`src/hdl/ptw_pkg.sv`:
```
`timescale 1ns / 1ps
// ----------------------------------------------------------------------------
// ptw_pkg
// Shared widths, codes and types for the four-level page table walker.
// ----------------------------------------------------------------------------
package ptw_pkg;

  localparam int VA_W       = 48;
  localparam int PTE_W      = 64;
  localparam int ADDR_W     = 52;
  localparam int ROOT_W     = 40;
  localparam int PAGE_SHIFT = 12;
  localparam int IDX_W      = 9;

  localparam int PHYS_ADDR_BITS_DEF = 52;
  localparam int QUEUE_DEPTH_DEF    = 2;

  // Input command codes.
  localparam logic CMD_TRANSLATE = 1'b0;
  localparam logic CMD_REPLY     = 1'b1;

  // Result kind codes.
  localparam logic KIND_READ = 1'b0;
  localparam logic KIND_DONE = 1'b1;

  // Page size codes.
  localparam logic [1:0] SIZE_4K = 2'd0;
  localparam logic [1:0] SIZE_2M = 2'd1;
  localparam logic [1:0] SIZE_1G = 2'd2;

  // Table levels, named after the entry that is awaited.
  localparam logic [1:0] LVL_PT   = 2'd0;
  localparam logic [1:0] LVL_PD   = 2'd1;
  localparam logic [1:0] LVL_PDPT = 2'd2;
  localparam logic [1:0] LVL_PML4 = 2'd3;

  // PTE bit positions.
  localparam int PTE_PRESENT = 0;
  localparam int PTE_LARGE   = 7;

  // One classified beat as it travels through the queue. For a translate the
  // data holds the virtual address; for a reply it holds the frame bits of
  // the entry with the page offset cleared.
  typedef struct packed {
    logic              reply;
    logic              present;
    logic              big_page;
    logic [ADDR_W-1:0] data;
  } item_t;

endpackage

```
`src/hdl/ptw_front.sv`:
```
`timescale 1ns / 1ps
// ----------------------------------------------------------------------------
// ptw_front
// Accepts input beats and classifies them into queue items.
// ----------------------------------------------------------------------------
module ptw_front (
  input  logic                            in_valid,
  output logic                            in_ready,
  input  logic                            in_cmd,
  input  logic [ptw_pkg::VA_W-1:0]        in_virtual_address,
  input  logic [ptw_pkg::PTE_W-1:0]       in_entry_data,
  input  logic                            q_full,
  output logic                            q_push,
  output ptw_pkg::item_t                  q_item
);

  assign in_ready = !q_full;
  assign q_push   = in_valid && !q_full;

  always_comb begin
    q_item = '0;
    unique case (in_cmd)
      ptw_pkg::CMD_TRANSLATE: begin
        q_item.reply = 1'b0;
        q_item.data  = {{(ptw_pkg::ADDR_W - ptw_pkg::VA_W){1'b0}}, in_virtual_address};
      end
      ptw_pkg::CMD_REPLY: begin
        q_item.reply    = 1'b1;
        q_item.present  = in_entry_data[ptw_pkg::PTE_PRESENT];
        q_item.big_page = in_entry_data[ptw_pkg::PTE_LARGE];
        q_item.data     = {in_entry_data[ptw_pkg::ADDR_W-1:ptw_pkg::PAGE_SHIFT],
                           {ptw_pkg::PAGE_SHIFT{1'b0}}};
      end
      default: q_item = '0;
    endcase
  end

endmodule

```
`src/hdl/ptw_fifo.sv`:
```
`timescale 1ns / 1ps
// ----------------------------------------------------------------------------
// ptw_fifo
// Small register queue between the front and back parts of the walker.
// ----------------------------------------------------------------------------
module ptw_fifo #(
  parameter int WIDTH = 8,
  parameter int DEPTH = 2
) (
  input  logic             clk,
  input  logic             rst_n,
  input  logic             push,
  input  logic [WIDTH-1:0] push_data,
  output logic             full,
  input  logic             pop,
  output logic             head_valid,
  output logic [WIDTH-1:0] head_data
);

  localparam int PTR_W = (DEPTH > 1) ? $clog2(DEPTH) : 1;
  localparam int CNT_W = $clog2(DEPTH + 1);

  logic [WIDTH-1:0] mem_r [DEPTH];
  logic [PTR_W-1:0] wr_ptr_r, wr_ptr_nxt;
  logic [PTR_W-1:0] rd_ptr_r, rd_ptr_nxt;
  logic [CNT_W-1:0] count_r, count_nxt;

  assign full       = (count_r == CNT_W'(DEPTH));
  assign head_valid = (count_r != '0);
  assign head_data  = mem_r[rd_ptr_r];

  always_comb begin
    wr_ptr_nxt = wr_ptr_r;
    rd_ptr_nxt = rd_ptr_r;
    count_nxt  = count_r;
    if (push) begin
      wr_ptr_nxt = (wr_ptr_r == PTR_W'(DEPTH - 1)) ? '0 : wr_ptr_r + 1'b1;
    end
    if (pop) begin
      rd_ptr_nxt = (rd_ptr_r == PTR_W'(DEPTH - 1)) ? '0 : rd_ptr_r + 1'b1;
    end
    if (push && !pop) begin
      count_nxt = count_r + 1'b1;
    end else if (pop && !push) begin
      count_nxt = count_r - 1'b1;
    end
  end

  always_ff @(posedge clk) begin
    if (!rst_n) begin
      wr_ptr_r <= '0;
      rd_ptr_r <= '0;
      count_r  <= '0;
    end else begin
      wr_ptr_r <= wr_ptr_nxt;
      rd_ptr_r <= rd_ptr_nxt;
      count_r  <= count_nxt;
    end
  end

  always_ff @(posedge clk) begin
    if (push) begin
      mem_r[wr_ptr_r] <= push_data;
    end
  end

endmodule

```
`src/hdl/ptw_back.sv`:
```
`timescale 1ns / 1ps
// ----------------------------------------------------------------------------
// ptw_back
// Walk engine: holds the walk state and turns queue items into results.
// ----------------------------------------------------------------------------
module ptw_back #(
  parameter int PHYS_ADDR_BITS = ptw_pkg::PHYS_ADDR_BITS_DEF
) (
  input  logic                        clk,
  input  logic                        rst_n,
  input  logic                        cfg_wr_en,
  input  logic [ptw_pkg::ROOT_W-1:0]  cfg_wr_data,
  input  logic                        head_valid,
  input  ptw_pkg::item_t              head_item,
  output logic                        pop,
  output logic                        out_valid,
  input  logic                        out_ready,
  output logic                        out_kind,
  output logic [ptw_pkg::ADDR_W-1:0]  out_address,
  output logic                        out_fault,
  output logic [1:0]                  out_map_size
);

  localparam int AW = ptw_pkg::ADDR_W;
  localparam int VW = ptw_pkg::VA_W;
  localparam logic [AW-1:0] PHYS_MASK = {AW{1'b1}} >> (AW - PHYS_ADDR_BITS);

  logic [ptw_pkg::ROOT_W-1:0] root_r;
  logic                       busy_r, busy_nxt;
  logic [1:0]                 lvl_r, lvl_nxt;
  logic [VW-1:0]              va_r, va_nxt;
  logic                       out_valid_r;
  logic                       kind_r, fault_r;
  logic [AW-1:0]              addr_r;
  logic [1:0]                 size_r;

  logic          has_res;
  logic          res_kind, res_fault;
  logic [AW-1:0] res_addr;
  logic [1:0]    res_size;
  logic [1:0]    lvl_dec;
  logic          take_ok;

  // Address of the entry for a level inside the table whose frame is base.
  function automatic logic [AW-1:0] entry_addr(input logic [AW-1:0] base,
                                               input logic [VW-1:0] va,
                                               input logic [1:0]    lvl);
    logic [ptw_pkg::IDX_W-1:0] idx;
    begin
      unique case (lvl)
        ptw_pkg::LVL_PML4: idx = va[47:39];
        ptw_pkg::LVL_PDPT: idx = va[38:30];
        ptw_pkg::LVL_PD:   idx = va[29:21];
        ptw_pkg::LVL_PT:   idx = va[20:12];
        default:           idx = '0;
      endcase
      return {base[AW-1:ptw_pkg::PAGE_SHIFT], idx, 3'b000};
    end
  endfunction

  assign take_ok = !out_valid_r || out_ready;
  assign pop     = head_valid && take_ok;
  assign lvl_dec = lvl_r - 2'd1;

  always_comb begin
    has_res   = 1'b0;
    res_kind  = ptw_pkg::KIND_READ;
    res_addr  = '0;
    res_fault = 1'b0;
    res_size  = ptw_pkg::SIZE_4K;
    busy_nxt  = busy_r;
    lvl_nxt   = lvl_r;
    va_nxt    = va_r;
    if (!head_item.reply) begin
      // A translate while a walk is running is dropped.
      if (!busy_r) begin
        has_res  = 1'b1;
        busy_nxt = 1'b1;
        lvl_nxt  = ptw_pkg::LVL_PML4;
        va_nxt   = head_item.data[VW-1:0];
        res_addr = entry_addr({root_r, {ptw_pkg::PAGE_SHIFT{1'b0}}},
                              head_item.data[VW-1:0], ptw_pkg::LVL_PML4) & PHYS_MASK;
      end
    end else if (busy_r) begin
      has_res = 1'b1;
      if (!head_item.present) begin
        busy_nxt  = 1'b0;
        lvl_nxt   = ptw_pkg::LVL_PT;
        res_kind  = ptw_pkg::KIND_DONE;
        res_fault = 1'b1;
      end else if (lvl_r == ptw_pkg::LVL_PDPT && head_item.big_page) begin
        busy_nxt = 1'b0;
        lvl_nxt  = ptw_pkg::LVL_PT;
        res_kind = ptw_pkg::KIND_DONE;
        res_size = ptw_pkg::SIZE_1G;
        res_addr = ({head_item.data[AW-1:30], 30'b0} & PHYS_MASK)
                 | {{(AW-30){1'b0}}, va_r[29:0]};
      end else if (lvl_r == ptw_pkg::LVL_PD && head_item.big_page) begin
        busy_nxt = 1'b0;
        lvl_nxt  = ptw_pkg::LVL_PT;
        res_kind = ptw_pkg::KIND_DONE;
        res_size = ptw_pkg::SIZE_2M;
        res_addr = ({head_item.data[AW-1:21], 21'b0} & PHYS_MASK)
                 | {{(AW-21){1'b0}}, va_r[20:0]};
      end else if (lvl_r == ptw_pkg::LVL_PT) begin
        busy_nxt = 1'b0;
        res_kind = ptw_pkg::KIND_DONE;
        res_addr = (head_item.data & PHYS_MASK) | {{(AW-12){1'b0}}, va_r[11:0]};
      end else begin
        lvl_nxt  = lvl_dec;
        res_addr = entry_addr(head_item.data, va_r, lvl_dec) & PHYS_MASK;
      end
    end
  end

  always_ff @(posedge clk) begin
    if (!rst_n) begin
      root_r      <= '0;
      busy_r      <= 1'b0;
      lvl_r       <= ptw_pkg::LVL_PT;
      va_r        <= '0;
      out_valid_r <= 1'b0;
    end else begin
      if (cfg_wr_en) begin
        root_r <= cfg_wr_data;
      end
      if (pop) begin
        busy_r <= busy_nxt;
        lvl_r  <= lvl_nxt;
        va_r   <= va_nxt;
      end
      if (take_ok) begin
        out_valid_r <= pop && has_res;
      end
    end
  end

  always_ff @(posedge clk) begin
    if (pop && has_res) begin
      kind_r  <= res_kind;
      addr_r  <= res_addr;
      fault_r <= res_fault;
      size_r  <= res_size;
    end
  end

  assign out_valid    = out_valid_r;
  assign out_kind     = kind_r;
  assign out_address  = addr_r;
  assign out_fault    = fault_r;
  assign out_map_size = size_r;

endmodule

```
`src/hdl/four_level_page_table_walker.sv`:
```
`timescale 1ns / 1ps
// ----------------------------------------------------------------------------
// four_level_page_table_walker
// Walks four-level page tables to translate 48-bit virtual addresses.
// ----------------------------------------------------------------------------
// Usage: a translate beat (in_cmd 0) starts a walk and produces a read request
// (out_kind 0) for the top-level entry. The caller fetches that entry and
// returns it as a reply beat (in_cmd 1). Each reply yields either the next
// read request or a finished translation (out_kind 1) with the physical
// address, the mapping size, or a fault when an entry was not present.
// Translates during a walk and replies while idle are dropped silently.
// The root table frame is written through cfg_wr_en / cfg_wr_data only while
// idle; the user is bound to this, as the block itself does not enforce it.
// A result beat passes the queue and then the output register: the accepting
// edge writes the queue and a later edge loads the output register.
// Throughput: one beat per cycle while the output is not stalled; the walk
// engine retires one queue item per cycle unless out_ready holds it back.
// When the receiver holds out_ready low, the result stays in the output
// register, the two-entry queue fills and then in_ready drops.
// Reset (synchronous, rst_n low) empties the queue, drops any result, ends
// any walk and clears the root frame to zero.
// ----------------------------------------------------------------------------
module four_level_page_table_walker #(
  parameter int PHYS_ADDR_BITS = ptw_pkg::PHYS_ADDR_BITS_DEF,
  parameter int QUEUE_DEPTH    = ptw_pkg::QUEUE_DEPTH_DEF
) (
  input  logic                        clk,
  input  logic                        rst_n,
  input  logic                        cfg_wr_en,
  input  logic [ptw_pkg::ROOT_W-1:0]  cfg_wr_data,
  input  logic                        in_valid,
  output logic                        in_ready,
  input  logic                        in_cmd,
  input  logic [ptw_pkg::VA_W-1:0]    in_virtual_address,
  input  logic [ptw_pkg::PTE_W-1:0]   in_entry_data,
  output logic                        out_valid,
  input  logic                        out_ready,
  output logic                        out_kind,
  output logic [ptw_pkg::ADDR_W-1:0]  out_address,
  output logic                        out_fault,
  output logic [1:0]                  out_map_size
);

  // Front to queue.
  logic           q_full;
  logic           q_push;
  ptw_pkg::item_t q_item;

  // Queue to back.
  logic           head_valid;
  ptw_pkg::item_t head_item;
  logic           q_pop;

  ptw_front u_front (
    .in_valid           (in_valid),
    .in_ready           (in_ready),
    .in_cmd             (in_cmd),
    .in_virtual_address (in_virtual_address),
    .in_entry_data      (in_entry_data),
    .q_full             (q_full),
    .q_push             (q_push),
    .q_item             (q_item)
  );

  ptw_fifo #(
    .WIDTH ($bits(ptw_pkg::item_t)),
    .DEPTH (QUEUE_DEPTH)
  ) u_fifo (
    .clk        (clk),
    .rst_n      (rst_n),
    .push       (q_push),
    .push_data  (q_item),
    .full       (q_full),
    .pop        (q_pop),
    .head_valid (head_valid),
    .head_data  (head_item)
  );

  ptw_back #(
    .PHYS_ADDR_BITS (PHYS_ADDR_BITS)
  ) u_back (
    .clk          (clk),
    .rst_n        (rst_n),
    .cfg_wr_en    (cfg_wr_en),
    .cfg_wr_data  (cfg_wr_data),
    .head_valid   (head_valid),
    .head_item    (head_item),
    .pop          (q_pop),
    .out_valid    (out_valid),
    .out_ready    (out_ready),
    .out_kind     (out_kind),
    .out_address  (out_address),
    .out_fault    (out_fault),
    .out_map_size (out_map_size)
  );

endmodule

```
`config.mk`:
```
export PLATFORM = sky130hd
export DESIGN_NAME = four_level_page_table_walker
export DESIGN_NICKNAME = d
export VERILOG_FILES = /design/src/hdl/ptw_pkg.sv /design/src/hdl/ptw_front.sv /design/src/hdl/ptw_fifo.sv /design/src/hdl/ptw_back.sv /design/src/hdl/four_level_page_table_walker.sv
export SDC_FILE = /design/constraint.sdc
export NUM_CORES = 1
export LEC_CHECK = 0
export ABC_AREA = 1
export BUFFER_PORTS_ARGS = -buffer_cell sky130_fd_sc_hd__buf_4
export CORE_ASPECT_RATIO = 0.9
export CORE_UTILIZATION = 59
export CTS_CLUSTER_DIAMETER = 60
export DETAILED_ROUTE_END_ITERATION = 8
export PLACE_DENSITY = 0.95
export SLEW_MARGIN = 25
export SYNTH_ARGS = -nofsm -noshare
export SYNTH_HDL_FRONTEND = slang
export SYNTH_SLANG_ARGS = --single-unit
```
`constraint.sdc`:
```
create_clock -name clk -period 9.7 [get_ports clk]
set_clock_uncertainty 0.05 [all_clocks]
set_input_delay 1.94 -clock clk [delete_from_list [all_inputs] [get_ports clk]]
set_output_delay 1.94 -clock clk [all_outputs]
set_load 0.03 [all_outputs]
```
==> results by group, run 1 <==
Critical path
  – CP Buf/Inv Count: 3
  – WP data arrival: around 3600 ps
  – Critical path fanouts, max: 54
  – Largest stage delay, worst path: 590 ps
  – CP top delay family: buffers and inverters
  – Critical Path End Type: flop
  – Req. time, crit path: 9810 ps
  – R2R Setup Slk: around 6700 ps
  – Most used cell, CP: buf_4
  – Worst Setup Start Kind: input pin
  – Crit Path Category: in -> reg
  – Slowest cell on crit path: buf_4
  – Crit-path cells: buf_4, nor2_1, a21oi_4, inv_1, nor2_4, buf_4

Placed design
  – Input/output buffers: 193
  – HPWL Detailed: 16.7 mm
  – Area after DPL: 12100 um^2
  – Final weighted congestion in routability-driven placement: 0.925

Final layout
  – FILL cells: about 1100
  – Nets: approximately 1400
  – Area Growth Syn to Fin: 22.5%
  – Ant. Diodes: 0
  – Share of cells above drive strength 1: 24.3%
  – Post-route cell area: roughly 13000 um^2

Clocking
  – H-tree Lvls: 1
  – CTS Hold Buffers Added: 0
  – Bufs on Longest Clock Path: 3
  – Num CTS Buffers: 26
  – Post-CTS Resized: 0
  – Postcts setup bufs: 0
  – CTS clock-pin slew for the worst setup and hold paths: 60 ps
  – CTS Root Cell: clkbuf_16
  – CTS tree: built
  – CTS Sinks: 254
  – Worst-skew pair later-pin latency: approximately 540 ps

Global route
  – Global Route met1 Usage: 38.8%
  – Overflow after GRT: 0
  – M3 GR Usage: 5.43%
  – Vias in the first global route: ~8000
  – Met2 Track Usage GR: 47.0%
  – Largest net degree at the start of global routing: 67
  – Number of antenna violations at the first check in global routing: 0
  – Overall Global Routing Usage: roughly 29%
  – Gr busiest metal: met2
  – First-pass GRT wire length: 40.7 mm

Timing
  – Setup TNS: 0 ps
  – # setup viols final: 0
  – Unrepaired setup endpoints after global routing: no
  – Worst hold slack: 413 ps
  – Hold Fails Final Rpt: 0
  – Final min period: 3480 ps
  – Fmax: 288 MHz
  – Slew headroom: between 40% and 50%
  – Max Slew Vio Count: 0
  – Worst-margin pin slew: 847 ps
  – Share of the clock period used by the worst path: 35.8%

Yosys
  – XOR/XNOR Fraction of Synth Area: 0%
  – Post-Syn Area: 10700 um^2
  – Sequential-to-total area share from yosys stat: about 63%
  – Yosys warns: 0
  – Synth top area share: a little under half
  – #FFs+latches synth: 254
  – Distinct cell type count after synthesis: 29
  – Largest family of logic cells by synthesized area: simple AND/OR/NAND/NOR gates
  – Simple-Gate Fraction of Synth Area: 15.0%
  – Synth Area in Adders: 0.822%
  – Area contributors post-synth: edfxtp_1 (47%), dfxtp_1 (17%), nand2_1 (8.4%)
  – Synthesized area per cell: 10.2 um^2
  – Ys flop type: edfxtp_1
  – Synth Area in Compound Gates: about a tenth
  – Async set-reset flop share out of synthesis: 0%
  – Largest area contributor in the netlist: edfxtp_1
  – Post-Syn Nets: 1214
  – Number of synthesized flops with an enable pin: 166
  – Mapped Cells: 1049
  – Multiplexer share of the synthesized area: under 10%

Detailed routing
  – Routed wire per std cell: approximately 18 um
  – Via count: 8433
  – DR iter-0 viols: a little under 1000
  – Routed wire length: ~27 mm
  – Antenna-violating nets left: 0
  – Pre-antenna DRT Iters: 6
  – Via density: 5.73
  – DRC viols: 0

Floorplanning
  – Die area: around 19000 um^2
  – Top-Level Pins: 216
  – Floorplan Core Area: 17700 um^2
  – Site row count: 46
  – Die width: ~140 um
  – Initial Util: 60.3%
  – Chip height: 129 um

Worst hold path
  – HP Class: reg -> reg

Outcome
  – Run status: complete, no violations

Pwr
  – Leakage: 5.49 nW
  – VDD IR max: between 100 and 150 uV
  – Power per cell area: 311 nW/um^2

Job
  – Max-cap violation count: 0
==> cell families after synthesis <==
family          after synthesis
mux                          49
flops                       254
buf+inv                     128
fa+ha+maj                     7
simple gates                407
compound gates              204
==> path summary, 6_finish.rpt <==
path | end | from | depth (start not counted)
hold reg to reg | u_fifo.rd_ptr_r | u_fifo.rd_ptr_r | 1
setup reg to reg | u_back.va_r[9] | flop | 8
hold / removal | u_fifo.rd_ptr_r | u_fifo.rd_ptr_r | 1
setup / recovery | u_back.out_address[39] | out_ready | 6
==> registers in the layout (all words and copies together) (netlist names), 2 cells and up, named ones only <==
signal and cells:
u_back.out_address 52, u_fifo.mem_r 110, u_back.out_map_size 2, u_back.lvl_r 2, u_back.root_r 40, u_fifo.count_r 2, u_back.va_r 39
==> synth_stat cells (2+ instances only) <==
master and count:
inv_2 4, mux2_2 36, clkbuf_1 23, clkbuf_2 2, buf_6 8, nand2_1 239, edfxtp_1 166, inv_1 60
buf_1 3, o21ai_0 92, nand2_2 7, mux2i_1 13, o21ai_1 22, nand3_1 22, a22o_1 18, buf_4 2
dfxtp_1 88, nor2_1 134, buf_2 25, ha_1 7, a21oi_1 70
==> metal layers <==
| metal | share of wire [%] | vias to the layer above |
|---|---|---|
| li1 | - | 3858 |
| met1 | 40 | 3943 |
| met2 | 47 | 531 |
| met3 | 9.6 | 101 |
| met4 | 3.9 | 0 |
| met5 | 0 | - |
==> metrics by stage <==
stage / std cells / util, % / setup WS [ps] / power (mW)
after floorplan: 1049 / - / 4490 / 2.53
after global placement: 1425 / 68.7 / 5760 / 2.90
after detailed placement: 1425 / 68.7 / 5660 / 2.95
after CTS: 1473 / 73.8 / 6110 / 4.02
after global routing: 1473 / 73.9 / 6120 / 4.21
final: 1473 / 73.9 / 6220 / 4.06
==> report_power, final <==
part           switching [mW]  total [mW]  leakage, nW  internal (mW)
Combinational            1.00        1.41         2.74          0.409
Clock                   0.419        1.05        0.452          0.636
Sequential              0.110        1.59         2.30           1.48
==> final cells by class <==
| cell class | instances | area (um^2) | share of cell area (%) |
|---|---|---|---|
| inverter | 65 | 246 | 1.89 |
| timing repair buffer | 199 | 1490 | 11.4 |
| multi-input combinational | 667 | 3350 | 25.7 |
| clock buffer | 30 | 676 | 5.18 |
| clock inverter | 18 | 235 | 1.80 |
| sequential | 254 | 6750 | 51.7 |
| tap | 240 | 300 | 2.30 |
==> cells in the final DEF, fill, tap and decap left out, drive strengths merged <==
| cell | count |
|---|---|
| nand3 | 23 |
| nor3 | 1 |
| clkinv | 12 |
| edfxtp | 166 |
| buf | 199 |
| bufinv | 5 |
| ha | 7 |
| nor2 | 136 |
| inv | 66 |
| clkbuf | 30 |
| mux2 | 36 |
| a22o | 18 |
| o21ai | 115 |
| nand2 | 247 |
| mux2i | 13 |
| a21oi | 71 |
| dfxtp | 88 |
No activity file was read; power rests on OpenSTA's default activity.
==> inputs of run 2 (changes only) <==
--- a/config.mk
+++ b/config.mk
@@ -5,13 +5,13 @@
 export SDC_FILE = /design/constraint.sdc
 export NUM_CORES = 1
 export LEC_CHECK = 0
-export ABC_AREA = 1
+export ABC_AREA = 0
 export BUFFER_PORTS_ARGS = -buffer_cell sky130_fd_sc_hd__buf_4
 export CORE_ASPECT_RATIO = 0.9
-export CORE_UTILIZATION = 59
+export CORE_UTILIZATION = 49
 export CTS_CLUSTER_DIAMETER = 60
 export DETAILED_ROUTE_END_ITERATION = 8
-export PLACE_DENSITY = 0.95
+export PLACE_DENSITY = 0.87
 export SLEW_MARGIN = 25
 export SYNTH_ARGS = -nofsm -noshare
 export SYNTH_HDL_FRONTEND = slang
==> constraint.sdc (replaced) <==
create_clock -name clk -period 3.15 [get_ports clk]
set_clock_uncertainty 0.05 [all_clocks]
set_input_delay 0.63 -clock clk [delete_from_list [all_inputs] [get_ports clk]]
set_output_delay 0.63 -clock clk [all_outputs]
set_load 0.03 [all_outputs]
==> run 2 against run 1 <==
Final area shrank 1.3%. Die area grew 18%. Clock power grew to 2.6 times the previous value. Global-route usage shrank 7.6 points. Cell count shrank 14%. Non-clock buffer count grew 6. Synthesized cell count shrank 25%. Largest cell class unchanged. Highest routed layer unchanged.
==> results by group, run 2 <==
Final layout
  – Largest register by flop count: u_fifo.mem_r
  – Sequential Area: 6750 um^2
  – Commonest non-fill, non-tap cell in the layout: buf_4
  – Area Growth Syn to Fin: 23.6%
  – Nets: approximately 1100
  – Most frequent cells in the layout: buf_4 (203), edfxtp_1 (166), mux2i_1 (111)
  – Share of cells above drive strength 1: 31.5%
  – Multi-input gate area: 3420 um^2
  – Max reg flops: 110
  – FILL cells: 1552

Floorplanning
  – Initial Util: 50.0%
  – Die width: 156 um
  – Die area: roughly 22000 um^2
  – Site row count: 50
  – Top-Level Pins: roughly 220
  – Floorplan Core Area: 20800 um^2
  – Chip height: 140 um

Yosys
  – Post-Syn Area: about 10000 um^2
  – Distinct cell type count after synthesis: ~40
  – Async set-reset flop share out of synthesis: 0%
  – Synthesized area per cell: 13.3 um^2
  – Mapped Cells: 783
  – Top-count cell post-synth: edfxtp_1
  – Post-Syn Nets: between 900 and 1000
  – Ys flop type: edfxtp_1
  – Top cells by count, synth: edfxtp_1 (166), mux2i_1 (111), nor2_1 (92)
  – Synth top area share: approximately 48%
  – Number of synthesized flops with an enable pin: 166
  – Area contributors post-synth: edfxtp_1 (48%), dfxtp_1 (17%), mux2i_1 (11%)
  – Yosys warns: 0
  – Largest area contributor in the netlist: edfxtp_1
  – Sequential-to-total area share from yosys stat: 64.7%
  – #FFs+latches synth: 254

Critical path
  – Worst Setup Start Kind: flop
  – Critical Path End Type: flop
  – Largest stage delay, worst path: roughly 660 ps
  – Crit Path Category: reg -> reg
  – Req. time, crit path: 3490 ps
  – WP data arrival: 2830 ps
  – Crit-path cells: nor2b_1, a21oi_1, ha_1, nor3b_2, buf_4, mux2i_1, nor2_1
  – Critical path fanouts, max: 36
  – Slowest cell on crit path: dfxtp_4
  – CP Buf/Inv Count: 1
  – CP top delay family: flip-flops

Clocking
  – Post-CTS Resized: 0
  – Num CTS Buffers: 25
  – Bufs on Longest Clock Path: 3
  – CTS Root Cell: clkbuf_16
  – Worst-skew pair later-pin latency: 510 ps
  – CTS Sinks: 254
  – H-tree Lvls: 1
  – Postcts setup bufs: 0
  – CTS tree: built
  – CTS Hold Buffers Added: 0
  – CTS clock-pin slew for the worst setup and hold paths: about 70 ps

Worst hold path
  – Hold Crit Start: cfg_wr_data[8]
  – HP Class: in -> reg

Timing
  – Max Slew Vio Count: 0
  – Final min period: between 2000 and 2500 ps
  – # setup viols final: 0
  – Share of the clock period used by the worst path: 78.8%
  – Hold Fails Final Rpt: 0
  – Setup TNS: 0 ps
  – Final WS setup: 669 ps
  – Worst-margin pin slew: around 740 ps
  – Slew headroom: roughly 50%
  – Fmax: approximately 400 MHz
  – Unrepaired setup endpoints after global routing: no

Placed design
  – Place WS: between 700 and 800 ps
  – HPWL Detailed: 16.0 mm
  – Input/output buffers: 193
  – Final weighted congestion in routability-driven placement: 0.846

Pwr
  – Leakage: 5.04 nW
  – VDD IR max: approximately 520 uV
  – Power per cell area: 891 nW/um^2

Global route
  – Overall Global Routing Usage: 21.3%
  – First-pass GRT wire length: 35.9 mm
  – Vias in the first global route: 6581
  – Met2 Track Usage GR: 34.2%
  – Overflow after GRT: 0
  – Largest net degree at the start of global routing: between 50 and 60
  – Number of antenna violations at the first check in global routing: 1
  – Gr busiest metal: met2
  – M3 GR Usage: around 3.5%
  – Global Route met1 Usage: around 30%

Outcome
  – Run status: complete, no violations

Detailed routing
  – Routed wire per std cell: 18.5 um
  – Via count: 6765
  – Antenna-violating nets left: 0
  – DRC viols: 0
  – Via density: 5.34
  – Pre-antenna DRT Iters: 6
  – Routed wire length: ~23 mm
  – DR iter-0 viols: 600

Job
  – Max-cap violation count: 0
==> run 2: cell type report <==
class,count,area share [%]
sequential,254,52.4
clock inverter,8,0.515
antenna,1,0.0194
clock buffer,38,5.39
tap,286,2.78
inverter,8,0.233
multi-input combinational,466,26.5
timing repair buffer,205,12.1
==> run 2: worst reg2reg max path, delay by kind of cell, from the launching register on <==
family          cells  cell delay [ps]
compound gates      1              320
fa+ha+maj           1              210
buf+inv             1              440
flops               1              660
mux                 1              320
simple gates        3              370
==> run 2: worst paths after layout <==
kind / end / slack [ps] / cells past startpoint
worst min-delay path: u_back.root_r[8] / 300 / 3
worst max register to register: u_back.va_r[16] / 670 / 7
worst min register to register: u_back.root_r[28] / 450 / 2
worst max-delay path: u_back.va_r[16] / 670 / 7
==> run 2: cells by family (layout without fill, tap and decap cells) <==
group | after synthesis | in the layout | share of synthesized area, %
fa+ha+maj | 7 | 7 | 0.840
buf+inv | 63 | 259 | 2.80
flops | 254 | 254 | 64.7
simple gates | 174 | 174 | 7.08
other cells | 0 | 1 | 0
xor+xnor | 4 | 4 | 0.336
compound gates | 114 | 114 | 7.44
mux | 167 | 167 | 16.8
==> run 2: routing by layer <==
layer / share of wire [%] / routed length, um
met5: 0 / 0
met4: 2.4 / 564
met3: 6.7 / 1570
met2: 47 / 11000
met1: 44 / 10300
==> run 2: power by group <==
group	switching [mW]	internal (mW)	leakage, nW
clock network	1.18	1.60	0.373
logic	2.34	1.36	2.38
registers	0.416	4.57	2.29
==> run 2: stage by stage <==
stage,cell area (um^2),hold slack [ps],util [%],total power [mW],instances
global route,12900,291,61.8,12.0,1265
floorplan,10400,410,-,7.44,783
CTS,12900,286,61.8,11.5,1265
detailed placement,12100,435,58.2,8.74,1219
finish,12900,298,61.8,11.5,1266
global placement,12100,423,58.2,8.63,1219
